**config.mk**
```make
export PLATFORM = sky130hd
export DESIGN_NAME = websocket_frame_deframer
export DESIGN_NICKNAME = d
export VERILOG_FILES = /design/src/hdl/wsd_pkg.sv /design/src/hdl/wsd_front.sv /design/src/hdl/wsd_queue.sv /design/src/hdl/wsd_back.sv /design/src/hdl/websocket_frame_deframer.sv
export SDC_FILE = /design/constraint.sdc
export NUM_CORES = 1
export LEC_CHECK = 0
export BUFFER_PORTS_ARGS = -buffer_cell sky130_fd_sc_hd__buf_2
export CORE_MARGIN = 4
export CORE_UTILIZATION = 30
export DETAILED_ROUTE_END_ITERATION = 8
export PLACE_DENSITY_LB_ADDON = 0.12
export SLEW_MARGIN = 10
export SYNTH_ARGS = -nofsm -noshare
export SYNTH_HDL_FRONTEND = slang
export SYNTH_SLANG_ARGS = --single-unit
```
**constraint.sdc**
```tcl
create_clock -name clk -period 7.61 [get_ports clk]
set_input_delay 2.283 -clock clk [delete_from_list [all_inputs] [get_ports clk]]
set_output_delay 2.283 -clock clk [all_outputs]
set_load 0.02 [all_outputs]
```
**src/hdl/wsd_pkg.sv**
```systemverilog
// ----------------------------------------------------------------------------
// wsd_pkg
// Shared types and constants for the frame deframer: result kinds, the
// queue entry passed from the parser to the output stage, header constants.
// ----------------------------------------------------------------------------
package wsd_pkg;

  typedef enum logic [2:0] {
    KIND_DATA     = 3'd0,
    KIND_EMPTY    = 3'd1,
    KIND_UNMASKED = 3'd2,
    KIND_BADOP    = 3'd3,
    KIND_TOOLONG  = 3'd4
  } kind_t;

  typedef struct packed {
    kind_t      kind;
    logic [7:0] raw;
    logic [7:0] key;
    logic       last;
    logic       pong;
  } q_entry_t;

  localparam logic [31:0] MAX_LEN_RESET = 32'd65536;
  localparam logic [3:0]  OPC_TEXT      = 4'h1;
  localparam logic [3:0]  OPC_PING      = 4'h9;
  localparam logic [6:0]  LEN7_MAX      = 7'd125;
  localparam logic [6:0]  LEN7_EXT16    = 7'd126;
  localparam logic [3:0]  EXT16_BYTES   = 4'd2;
  localparam logic [3:0]  EXT64_BYTES   = 4'd8;
  localparam logic [3:0]  MASK_BYTES    = 4'd4;

endpackage

```
**src/hdl/wsd_front.sv**
```systemverilog
// ----------------------------------------------------------------------------
// wsd_front
// Header parser: tracks the frame phase, gathers length and mask key, checks
// errors and pushes one queue entry per beat that yields a result.
// ----------------------------------------------------------------------------
module wsd_front (
  input  logic              clk,
  input  logic              rst_n,
  input  logic              in_valid,
  output logic              in_ready,
  input  logic [7:0]        in_byte,
  input  logic              in_restart,
  input  logic              cfg_valid,
  input  logic [31:0]       cfg_data,
  input  logic              q_full,
  output logic              q_push,
  output wsd_pkg::q_entry_t q_entry
);

  typedef enum logic [5:0] {
    PH_HDR0    = 6'b000001,
    PH_HDR1    = 6'b000010,
    PH_EXT16   = 6'b000100,
    PH_EXT64   = 6'b001000,
    PH_MASK    = 6'b010000,
    PH_PAYLOAD = 6'b100000
  } phase_t;

  phase_t      phase_r, phase_nxt, ph_eff;
  logic [3:0]  cnt_r, cnt_nxt, cnt_inc, need;
  logic [63:0] len_r, len_nxt, len_shift;
  logic [31:0] rem_r, rem_nxt, rem_dec;
  logic [31:0] key_r, key_nxt;
  logic [1:0]  idx_r, idx_nxt;
  logic [3:0]  opc_r, opc_nxt;
  logic        ping_r, ping_nxt;
  logic        err_r, err_nxt, err_eff;
  logic [31:0] max_r;
  logic        accept;
  logic [6:0]  len7;
  logic        ext_long, len7_long;

  assign in_ready  = !q_full;
  assign accept    = in_valid && in_ready;
  assign cnt_inc   = cnt_r + 4'd1;
  assign need      = (phase_r == PH_EXT16) ? wsd_pkg::EXT16_BYTES : wsd_pkg::EXT64_BYTES;
  assign len_shift = {len_r[55:0], in_byte};
  assign ext_long  = (|len_shift[63:32]) || (len_shift[31:0] > max_r);
  assign len7      = in_byte[6:0];
  assign len7_long = {25'd0, len7} > max_r;
  assign rem_dec   = (rem_r != 32'd0) ? rem_r - 32'd1 : 32'd0;
  assign err_eff   = err_r && !in_restart;
  assign ph_eff    = in_restart ? PH_HDR0 : phase_r;

  always_comb begin
    phase_nxt = phase_r;
    cnt_nxt   = cnt_r;
    len_nxt   = len_r;
    rem_nxt   = rem_r;
    key_nxt   = key_r;
    idx_nxt   = idx_r;
    opc_nxt   = opc_r;
    ping_nxt  = ping_r;
    err_nxt   = err_r;
    q_push    = 1'b0;
    q_entry   = '0;
    if (accept) begin
      err_nxt   = err_eff;
      phase_nxt = ph_eff;
      if (!err_eff) begin
        case (ph_eff)
          PH_HDR0: begin
            opc_nxt   = in_byte[3:0];
            phase_nxt = PH_HDR1;
          end
          PH_HDR1: begin
            if (!in_byte[7]) begin
              err_nxt       = 1'b1;
              phase_nxt     = PH_HDR0;
              q_push        = 1'b1;
              q_entry.kind  = wsd_pkg::KIND_UNMASKED;
            end else if (opc_r != wsd_pkg::OPC_TEXT && opc_r != wsd_pkg::OPC_PING) begin
              err_nxt       = 1'b1;
              phase_nxt     = PH_HDR0;
              q_push        = 1'b1;
              q_entry.kind  = wsd_pkg::KIND_BADOP;
            end else begin
              ping_nxt = (opc_r == wsd_pkg::OPC_PING);
              cnt_nxt  = 4'd0;
              len_nxt  = 64'd0;
              if (len7 <= wsd_pkg::LEN7_MAX) begin
                if (len7_long) begin
                  err_nxt      = 1'b1;
                  phase_nxt    = PH_HDR0;
                  q_push       = 1'b1;
                  q_entry.kind = wsd_pkg::KIND_TOOLONG;
                end else begin
                  rem_nxt   = {25'd0, len7};
                  key_nxt   = 32'd0;
                  phase_nxt = PH_MASK;
                end
              end else begin
                phase_nxt = (len7 == wsd_pkg::LEN7_EXT16) ? PH_EXT16 : PH_EXT64;
              end
            end
          end
          PH_EXT16, PH_EXT64: begin
            len_nxt = len_shift;
            cnt_nxt = cnt_inc;
            if (cnt_inc >= need) begin
              if (ext_long) begin
                err_nxt      = 1'b1;
                phase_nxt    = PH_HDR0;
                q_push       = 1'b1;
                q_entry.kind = wsd_pkg::KIND_TOOLONG;
              end else begin
                rem_nxt   = len_shift[31:0];
                cnt_nxt   = 4'd0;
                key_nxt   = 32'd0;
                phase_nxt = PH_MASK;
              end
            end
          end
          PH_MASK: begin
            key_nxt[{cnt_r[1:0], 3'b000} +: 8] = key_r[{cnt_r[1:0], 3'b000} +: 8] | in_byte;
            cnt_nxt = cnt_inc;
            if (cnt_inc >= wsd_pkg::MASK_BYTES) begin
              cnt_nxt = 4'd0;
              idx_nxt = 2'd0;
              if (rem_r == 32'd0) begin
                phase_nxt    = PH_HDR0;
                q_push       = 1'b1;
                q_entry.kind = wsd_pkg::KIND_EMPTY;
                q_entry.last = 1'b1;
                q_entry.pong = ping_r;
              end else begin
                phase_nxt = PH_PAYLOAD;
              end
            end
          end
          PH_PAYLOAD: begin
            idx_nxt      = idx_r + 2'd1;
            rem_nxt      = rem_dec;
            q_push       = 1'b1;
            q_entry.kind = wsd_pkg::KIND_DATA;
            q_entry.raw  = in_byte;
            q_entry.key  = key_r[{idx_r, 3'b000} +: 8];
            q_entry.last = (rem_dec == 32'd0);
            q_entry.pong = ping_r;
            if (rem_dec == 32'd0) begin
              phase_nxt = PH_HDR0;
            end
          end
          default: begin
            phase_nxt = PH_HDR0;
          end
        endcase
      end
    end
  end

  always_ff @(posedge clk) begin
    if (!rst_n) begin
      phase_r <= PH_HDR0;
      cnt_r   <= 4'd0;
      len_r   <= 64'd0;
      rem_r   <= 32'd0;
      key_r   <= 32'd0;
      idx_r   <= 2'd0;
      opc_r   <= 4'd0;
      ping_r  <= 1'b0;
      err_r   <= 1'b0;
      max_r   <= wsd_pkg::MAX_LEN_RESET;
    end else begin
      phase_r <= phase_nxt;
      cnt_r   <= cnt_nxt;
      len_r   <= len_nxt;
      rem_r   <= rem_nxt;
      key_r   <= key_nxt;
      idx_r   <= idx_nxt;
      opc_r   <= opc_nxt;
      ping_r  <= ping_nxt;
      err_r   <= err_nxt;
      if (cfg_valid) begin
        max_r <= cfg_data;
      end
    end
  end

endmodule

```
**src/hdl/wsd_queue.sv**
```systemverilog
// ----------------------------------------------------------------------------
// wsd_queue
// Short first-in first-out queue of parsed entries between parser and
// output stage.
// ----------------------------------------------------------------------------
module wsd_queue #(
  parameter int DEPTH = 2
) (
  input  logic              clk,
  input  logic              rst_n,
  input  logic              push,
  input  wsd_pkg::q_entry_t push_entry,
  output logic              full,
  input  logic              pop,
  output logic              pop_valid,
  output wsd_pkg::q_entry_t pop_entry
);

  localparam int PTR_W = (DEPTH > 1) ? $clog2(DEPTH) : 1;
  localparam int CNT_W = $clog2(DEPTH + 1);
  localparam logic [PTR_W-1:0] PTR_LAST = PTR_W'(DEPTH - 1);
  localparam logic [CNT_W-1:0] CNT_FULL = CNT_W'(DEPTH);

  wsd_pkg::q_entry_t mem_r [DEPTH];
  logic [PTR_W-1:0]  wr_r, wr_nxt, rd_r, rd_nxt;
  logic [CNT_W-1:0]  cnt_r, cnt_nxt;

  assign full      = (cnt_r == CNT_FULL);
  assign pop_valid = (cnt_r != '0);
  assign pop_entry = mem_r[rd_r];

  always_comb begin
    wr_nxt  = wr_r;
    rd_nxt  = rd_r;
    cnt_nxt = cnt_r;
    if (push) begin
      wr_nxt = (wr_r == PTR_LAST) ? '0 : wr_r + PTR_W'(1);
    end
    if (pop) begin
      rd_nxt = (rd_r == PTR_LAST) ? '0 : rd_r + PTR_W'(1);
    end
    if (push && !pop) begin
      cnt_nxt = cnt_r + CNT_W'(1);
    end else if (pop && !push) begin
      cnt_nxt = cnt_r - CNT_W'(1);
    end
  end

  always_ff @(posedge clk) begin
    if (!rst_n) begin
      wr_r  <= '0;
      rd_r  <= '0;
      cnt_r <= '0;
    end else begin
      wr_r  <= wr_nxt;
      rd_r  <= rd_nxt;
      cnt_r <= cnt_nxt;
    end
  end

  always_ff @(posedge clk) begin
    if (push) begin
      mem_r[wr_r] <= push_entry;
    end
  end

  a_cnt_bound: assert property (@(posedge clk) disable iff (!rst_n)
    cnt_r <= CNT_FULL)
    else $error("queue count beyond depth");

  a_no_overflow: assert property (@(posedge clk) disable iff (!rst_n)
    push |-> !full)
    else $error("push into full queue");

  a_no_underflow: assert property (@(posedge clk) disable iff (!rst_n)
    pop |-> pop_valid)
    else $error("pop from empty queue");

endmodule

```
**src/hdl/wsd_back.sv**
```systemverilog
// ----------------------------------------------------------------------------
// wsd_back
// Output stage: unmasks payload bytes and holds the result beat in a
// register until the sink takes it.
// ----------------------------------------------------------------------------
module wsd_back (
  input  logic              clk,
  input  logic              rst_n,
  input  logic              q_valid,
  input  wsd_pkg::q_entry_t q_entry,
  output logic              q_pop,
  output logic              out_valid,
  input  logic              out_ready,
  output wsd_pkg::kind_t    out_kind,
  output logic [7:0]        out_data,
  output logic              out_last,
  output logic              out_pong
);

  logic           valid_r, valid_nxt;
  wsd_pkg::kind_t kind_r;
  logic [7:0]     data_r;
  logic           last_r, pong_r;

  assign q_pop = q_valid && (!valid_r || out_ready);

  always_comb begin
    valid_nxt = valid_r;
    if (q_pop) begin
      valid_nxt = 1'b1;
    end else if (out_ready) begin
      valid_nxt = 1'b0;
    end
  end

  always_ff @(posedge clk) begin
    if (!rst_n) begin
      valid_r <= 1'b0;
    end else begin
      valid_r <= valid_nxt;
    end
  end

  always_ff @(posedge clk) begin
    if (q_pop) begin
      kind_r <= q_entry.kind;
      data_r <= (q_entry.kind == wsd_pkg::KIND_DATA) ? (q_entry.raw ^ q_entry.key) : 8'd0;
      last_r <= q_entry.last;
      pong_r <= q_entry.pong;
    end
  end

  assign out_valid = valid_r;
  assign out_kind  = kind_r;
  assign out_data  = data_r;
  assign out_last  = last_r;
  assign out_pong  = pong_r;

  a_err_clean: assert property (@(posedge clk) disable iff (!rst_n)
    valid_r && (kind_r == wsd_pkg::KIND_UNMASKED || kind_r == wsd_pkg::KIND_BADOP
      || kind_r == wsd_pkg::KIND_TOOLONG) |-> data_r == 8'd0 && !last_r && !pong_r)
    else $error("error beat carries payload fields");

  a_empty_last: assert property (@(posedge clk) disable iff (!rst_n)
    valid_r && kind_r == wsd_pkg::KIND_EMPTY |-> last_r && data_r == 8'd0)
    else $error("empty message beat not marked last");

endmodule

```
**src/hdl/websocket_frame_deframer.sv**
```systemverilog
// ----------------------------------------------------------------------------
// websocket_frame_deframer
// Receive-side frame parser: header, length and mask key decode, payload
// unmasking, error reporting.
//
//   channel | direction | tdata / data        | side bits
//   in_     | sink      | [7:0] rx_byte       | tuser[0] restart
//   out_    | source    | [7:0] data_byte     | tuser[2:0] kind, [3] pong_needed;
//           |           |                     | tlast last_of_message
//   cfg_    | sink      | [31:0] max length   | -
//
// One input beat per cycle while the queue is not full; the parser decides
// each beat in the cycle it is accepted. A result passes through the queue
// and then the output register before it appears on out_.
// in_tready drops only when the queue is full, i.e. the sink has stalled.
// Synchronous active-low reset; max length resets to 65536, cfg_ready is
// always high.
// ----------------------------------------------------------------------------
module websocket_frame_deframer #(
  parameter int QUEUE_DEPTH = 2
) (
  input  logic        clk,
  input  logic        rst_n,
  input  logic        in_tvalid,
  output logic        in_tready,
  input  logic [7:0]  in_tdata,   // [7:0] rx_byte
  input  logic [0:0]  in_tuser,   // [0] restart
  output logic        out_tvalid,
  input  logic        out_tready,
  output logic [7:0]  out_tdata,  // [7:0] data_byte
  output logic [3:0]  out_tuser,  // [2:0] kind, [3] pong_needed
  output logic        out_tlast,
  input  logic        cfg_valid,
  output logic        cfg_ready,
  input  logic [31:0] cfg_data
);

  logic              q_full, q_push, q_pop, q_valid;
  wsd_pkg::q_entry_t push_entry, pop_entry;
  wsd_pkg::kind_t    kind;
  logic              pong;

  assign cfg_ready = 1'b1;

  wsd_front u_front (
    .clk        (clk),
    .rst_n      (rst_n),
    .in_valid   (in_tvalid),
    .in_ready   (in_tready),
    .in_byte    (in_tdata),
    .in_restart (in_tuser[0]),
    .cfg_valid  (cfg_valid),
    .cfg_data   (cfg_data),
    .q_full     (q_full),
    .q_push     (q_push),
    .q_entry    (push_entry)
  );

  wsd_queue #(
    .DEPTH (QUEUE_DEPTH)
  ) u_queue (
    .clk        (clk),
    .rst_n      (rst_n),
    .push       (q_push),
    .push_entry (push_entry),
    .full       (q_full),
    .pop        (q_pop),
    .pop_valid  (q_valid),
    .pop_entry  (pop_entry)
  );

  wsd_back u_back (
    .clk       (clk),
    .rst_n     (rst_n),
    .q_valid   (q_valid),
    .q_entry   (pop_entry),
    .q_pop     (q_pop),
    .out_valid (out_tvalid),
    .out_ready (out_tready),
    .out_kind  (kind),
    .out_data  (out_tdata),
    .out_last  (out_tlast),
    .out_pong  (pong)
  );

  assign out_tuser = {pong, kind};

endmodule
```
==> flow_metrics.tcl <==
set metrics [dict create \
    yosys.area.top_type_share_pct 29.1 \
    die_y_um 209 \
    antenna_found_initial 3 \
    grt.total_usage_pct 15.7 \
    nets 1371 \
    core_mm2 0.0398 \
    maxSlewHeadroom_pct 29.1 \
    critPathMaxFanout 21 \
    pre_cts_slack_ns 1.41 \
    powerDensity_mw_per_mm2 223 \
    io_pins 62 \
    yosys.area_share.xor_xnor_pct 2.31 \
    fin_crit_sh_pct 73.1 \
    criticalPathCategory "primary input to register" \
    io_buffers 60 \
    layout_commonest_cell "dfxtp_1" \
    path_delay_family "compound AO/OA/AOI/OAI gates" \
    min-delay-path-class "register to register" \
    worst_path_max_delay_cell "nor2b_2" \
    wl_per_cell_um 19.3 \
    finalSetupTns_ns 0 \
    ctsHoldBuffers 0 \
    tightest_slew_ns 1.06 \
    grt_pass1_vias 9177 \
    synthArstFlopShare_pct 0 \
    crit_buf_inv 1 \
    place_inst 1778 \
    drv_cap 0 \
    synth_top_family_by_area "simple AND/OR/NAND/NOR gates" \
    rsz0062_at_grt "no" \
    insertion_delay_ns 0.55 \
    h-tree-depth 1 \
    initial_utilization_pct 30.4 \
    cp_cell_sequence "buf_2 > ha_1 > and4_1 > a21boi_1 > o311ai_0 > a2111oi_0 > or3_1 > a22oi_1 > a41oi_1 > nor2b_2" \
    hold_violations 0 \
    total_power_mw 3.07 \
    synth_area_mm2 0.0121 \
    ys.flop_type "dfxtp_1" \
    grt.overflow.total 0 \
    period_minus_slack_ns 5.57 \
    timing.final.ws_setup_ns 2.04 \
    synth.area.mux_share_pct 9.39 \
    vias 9576 \
    grt_pass1_wl_um 55300 \
    cts_setup_buffers 0 \
    synth_nets 1353 \
    cts_buffer_depth 3 \
    ys_seq_area_share_pct 42.7 \
    synthCells 1265 \
    fmax_mhz 180 \
    synth_compound_area_share_pct 14.4 \
    dpl_cell_area_mm2 0.0128 \
    dieArea_mm2 0.0437 \
    crit_arrival_ns 5.73 \
    end_kind "register" \
    max_stage_delay_ns 0.93 \
    drt_wl_total_um 35300 \
    yosysWarnings 0 \
    cts_buffers 28 \
    p_leak_nw 5.52 \
    synth_seq_cells 231 \
    drc 0 \
    yosysUniqueCellTypes 75 \
    status "complete, no violations" \
    drive_above_1_share_pct 13.9 \
    cts_tree "done" \
    synthTopCellsByArea "dfxtp_1 (29%), edfxtp_1 (14%), mux2i_1 (5.9%)" \
    area_growth_pct 13.7 \
    synth_edf_count 55 \
    firstDrtPassIters 5 \
    hold_ws_ns 0.475 \
    slew_viol_final 0 \
    final_cells 1828 \
    fin_util_pct 34.6 \
    rows 73 \
    ctsRootBufferMaster "clkbuf_16" \
    mostFrequentLayoutCells "dfxtp_1 (176), nand2_1 (101), nor2b_1 (97)" \
    design_area_mm2 0.0138 \
    finalSetupViolCount 0 \
    die_x_um 209 \
    via_per_inst 5.24 \
    synth.largest_area_cell "dfxtp_1" \
    critPathLaunchType "primary input" \
    post_cts_resized 0 \
    hpwl_um 24600 \
    vdd_drop_max_mv 0.130 \
    synth-adder-area-share_pct 4.34 \
    cp.required_ns 7.78 \
    grt_max_degree 88 \
    clock_sinks 231 \
    syn_avg_cell_area_um2 9.58 \
    drtIter0Drc 633 \
    gp_congestion 0.837 \
    synth-simple-area-share_pct 22.5 \
    cts.clk_slew.worst_paths_ns 0.06 \
    antenna-diode-count 0 \
    fillers 4128 \
    fin_skew_ns 0.0127 \
    postRouteAntennaNets 0 \
]
[routing by layer]
layer / share of wire [%] / GRT usage, %
met2: 42 / 23.2
met4: 1.6 / 3.22
met1: 51 / 24.1
met3: 5.8 / 2.78
met5: 0.034 / 0
[power by group]
part | internal [mW] | leakage (nW) | switching (mW)
clock network | 0.854 | 0.475 | 0.530
registers | 1.32 | 1.93 | 0.0410
logic | 0.119 | 3.12 | 0.202
total | 2.30 | 5.52 | 0.774
[state kept, by name, summed over array words and instances, names as in the netlist, 2 cells and up, named ones only]
register / flops
u_queue.cnt_r: 2
u_front.phase_r: 6
u_front.len_r: 56
u_queue.mem_r: 42
u_back.out_kind: 3
u_front.rem_r: 32
u_front.max_r: 32
u_back.out_data: 8
u_front.cnt_r: 4
u_front.idx_r: 2
u_front.opc_r: 4
u_front.key_r: 32
[cells by family (layout without fill, tap and decap cells)]
kind of cell | count (synthesis) | after routing
DFF | 231 | 231
other | 1 | 1
buffers and inverters | 127 | 165
muxes | 93 | 93
xor gates and xnor gates | 32 | 32
and+or+nand+nor | 499 | 499
AOI/OAI and AO/OA | 240 | 240
adders and majority gates | 42 | 42
[worst min-delay path, cell delays in order (launching register included)]
cell and delay (ns):
dfxtp_1 0.32, nand2_1 0.05, a21boi_0 0.06
[path summary, 6_finish.rpt]
check,cells past startpoint,from,to,slack (ns)
setup / recovery,10,in_tdata[6],u_queue.mem_r[0][13]$_DFFE_PP_,2.04
hold / removal,2,u_front.cnt_r[3]$_SDFFE_PN0P_,u_front.cnt_r[3]$_SDFFE_PN0P_,0.48
setup reg to reg,13,u_front.cnt_r[0]$_SDFFE_PN0P_,u_queue.cnt_r[1]$_SDFFE_PN0P_,2.98
hold reg to reg,2,u_front.cnt_r[3]$_SDFFE_PN0P_,u_front.cnt_r[3]$_SDFFE_PN0P_,0.48
[synth_stat cells (all sizes together), types with 10 or more instances]
library cell    n
dfxtp         176
nand2         102
nor2b          99
nor2           80
mux2i          72
clkbuf         64
a22oi          60
edfxtp         55
inv            45
ha             42
o21ai          35
a21oi          33
nor4           32
nand3          30
nor3           28
or2            27
and3           24
xor2           19
buf            18
o211a          18
mux4           16
or4            15
nand4          13
xnor2          13
a211o          11
a221o          11
or3            11
a211oi         10
o211ai         10
[area by class of cell]
class / instances / area [um2] / share of cell area [%]
multi-input cells: 907 / 6440 / 46.8
repair buffers: 70 / 378 / 2.74
flip-flops and latches: 231 / 5170 / 37.6
clock buffers: 36 / 782 / 5.68
inverters: 45 / 169 / 1.23
clock inverters: 14 / 171 / 1.24
well taps: 525 / 657 / 4.77
(Power assumes the default switching activity.)
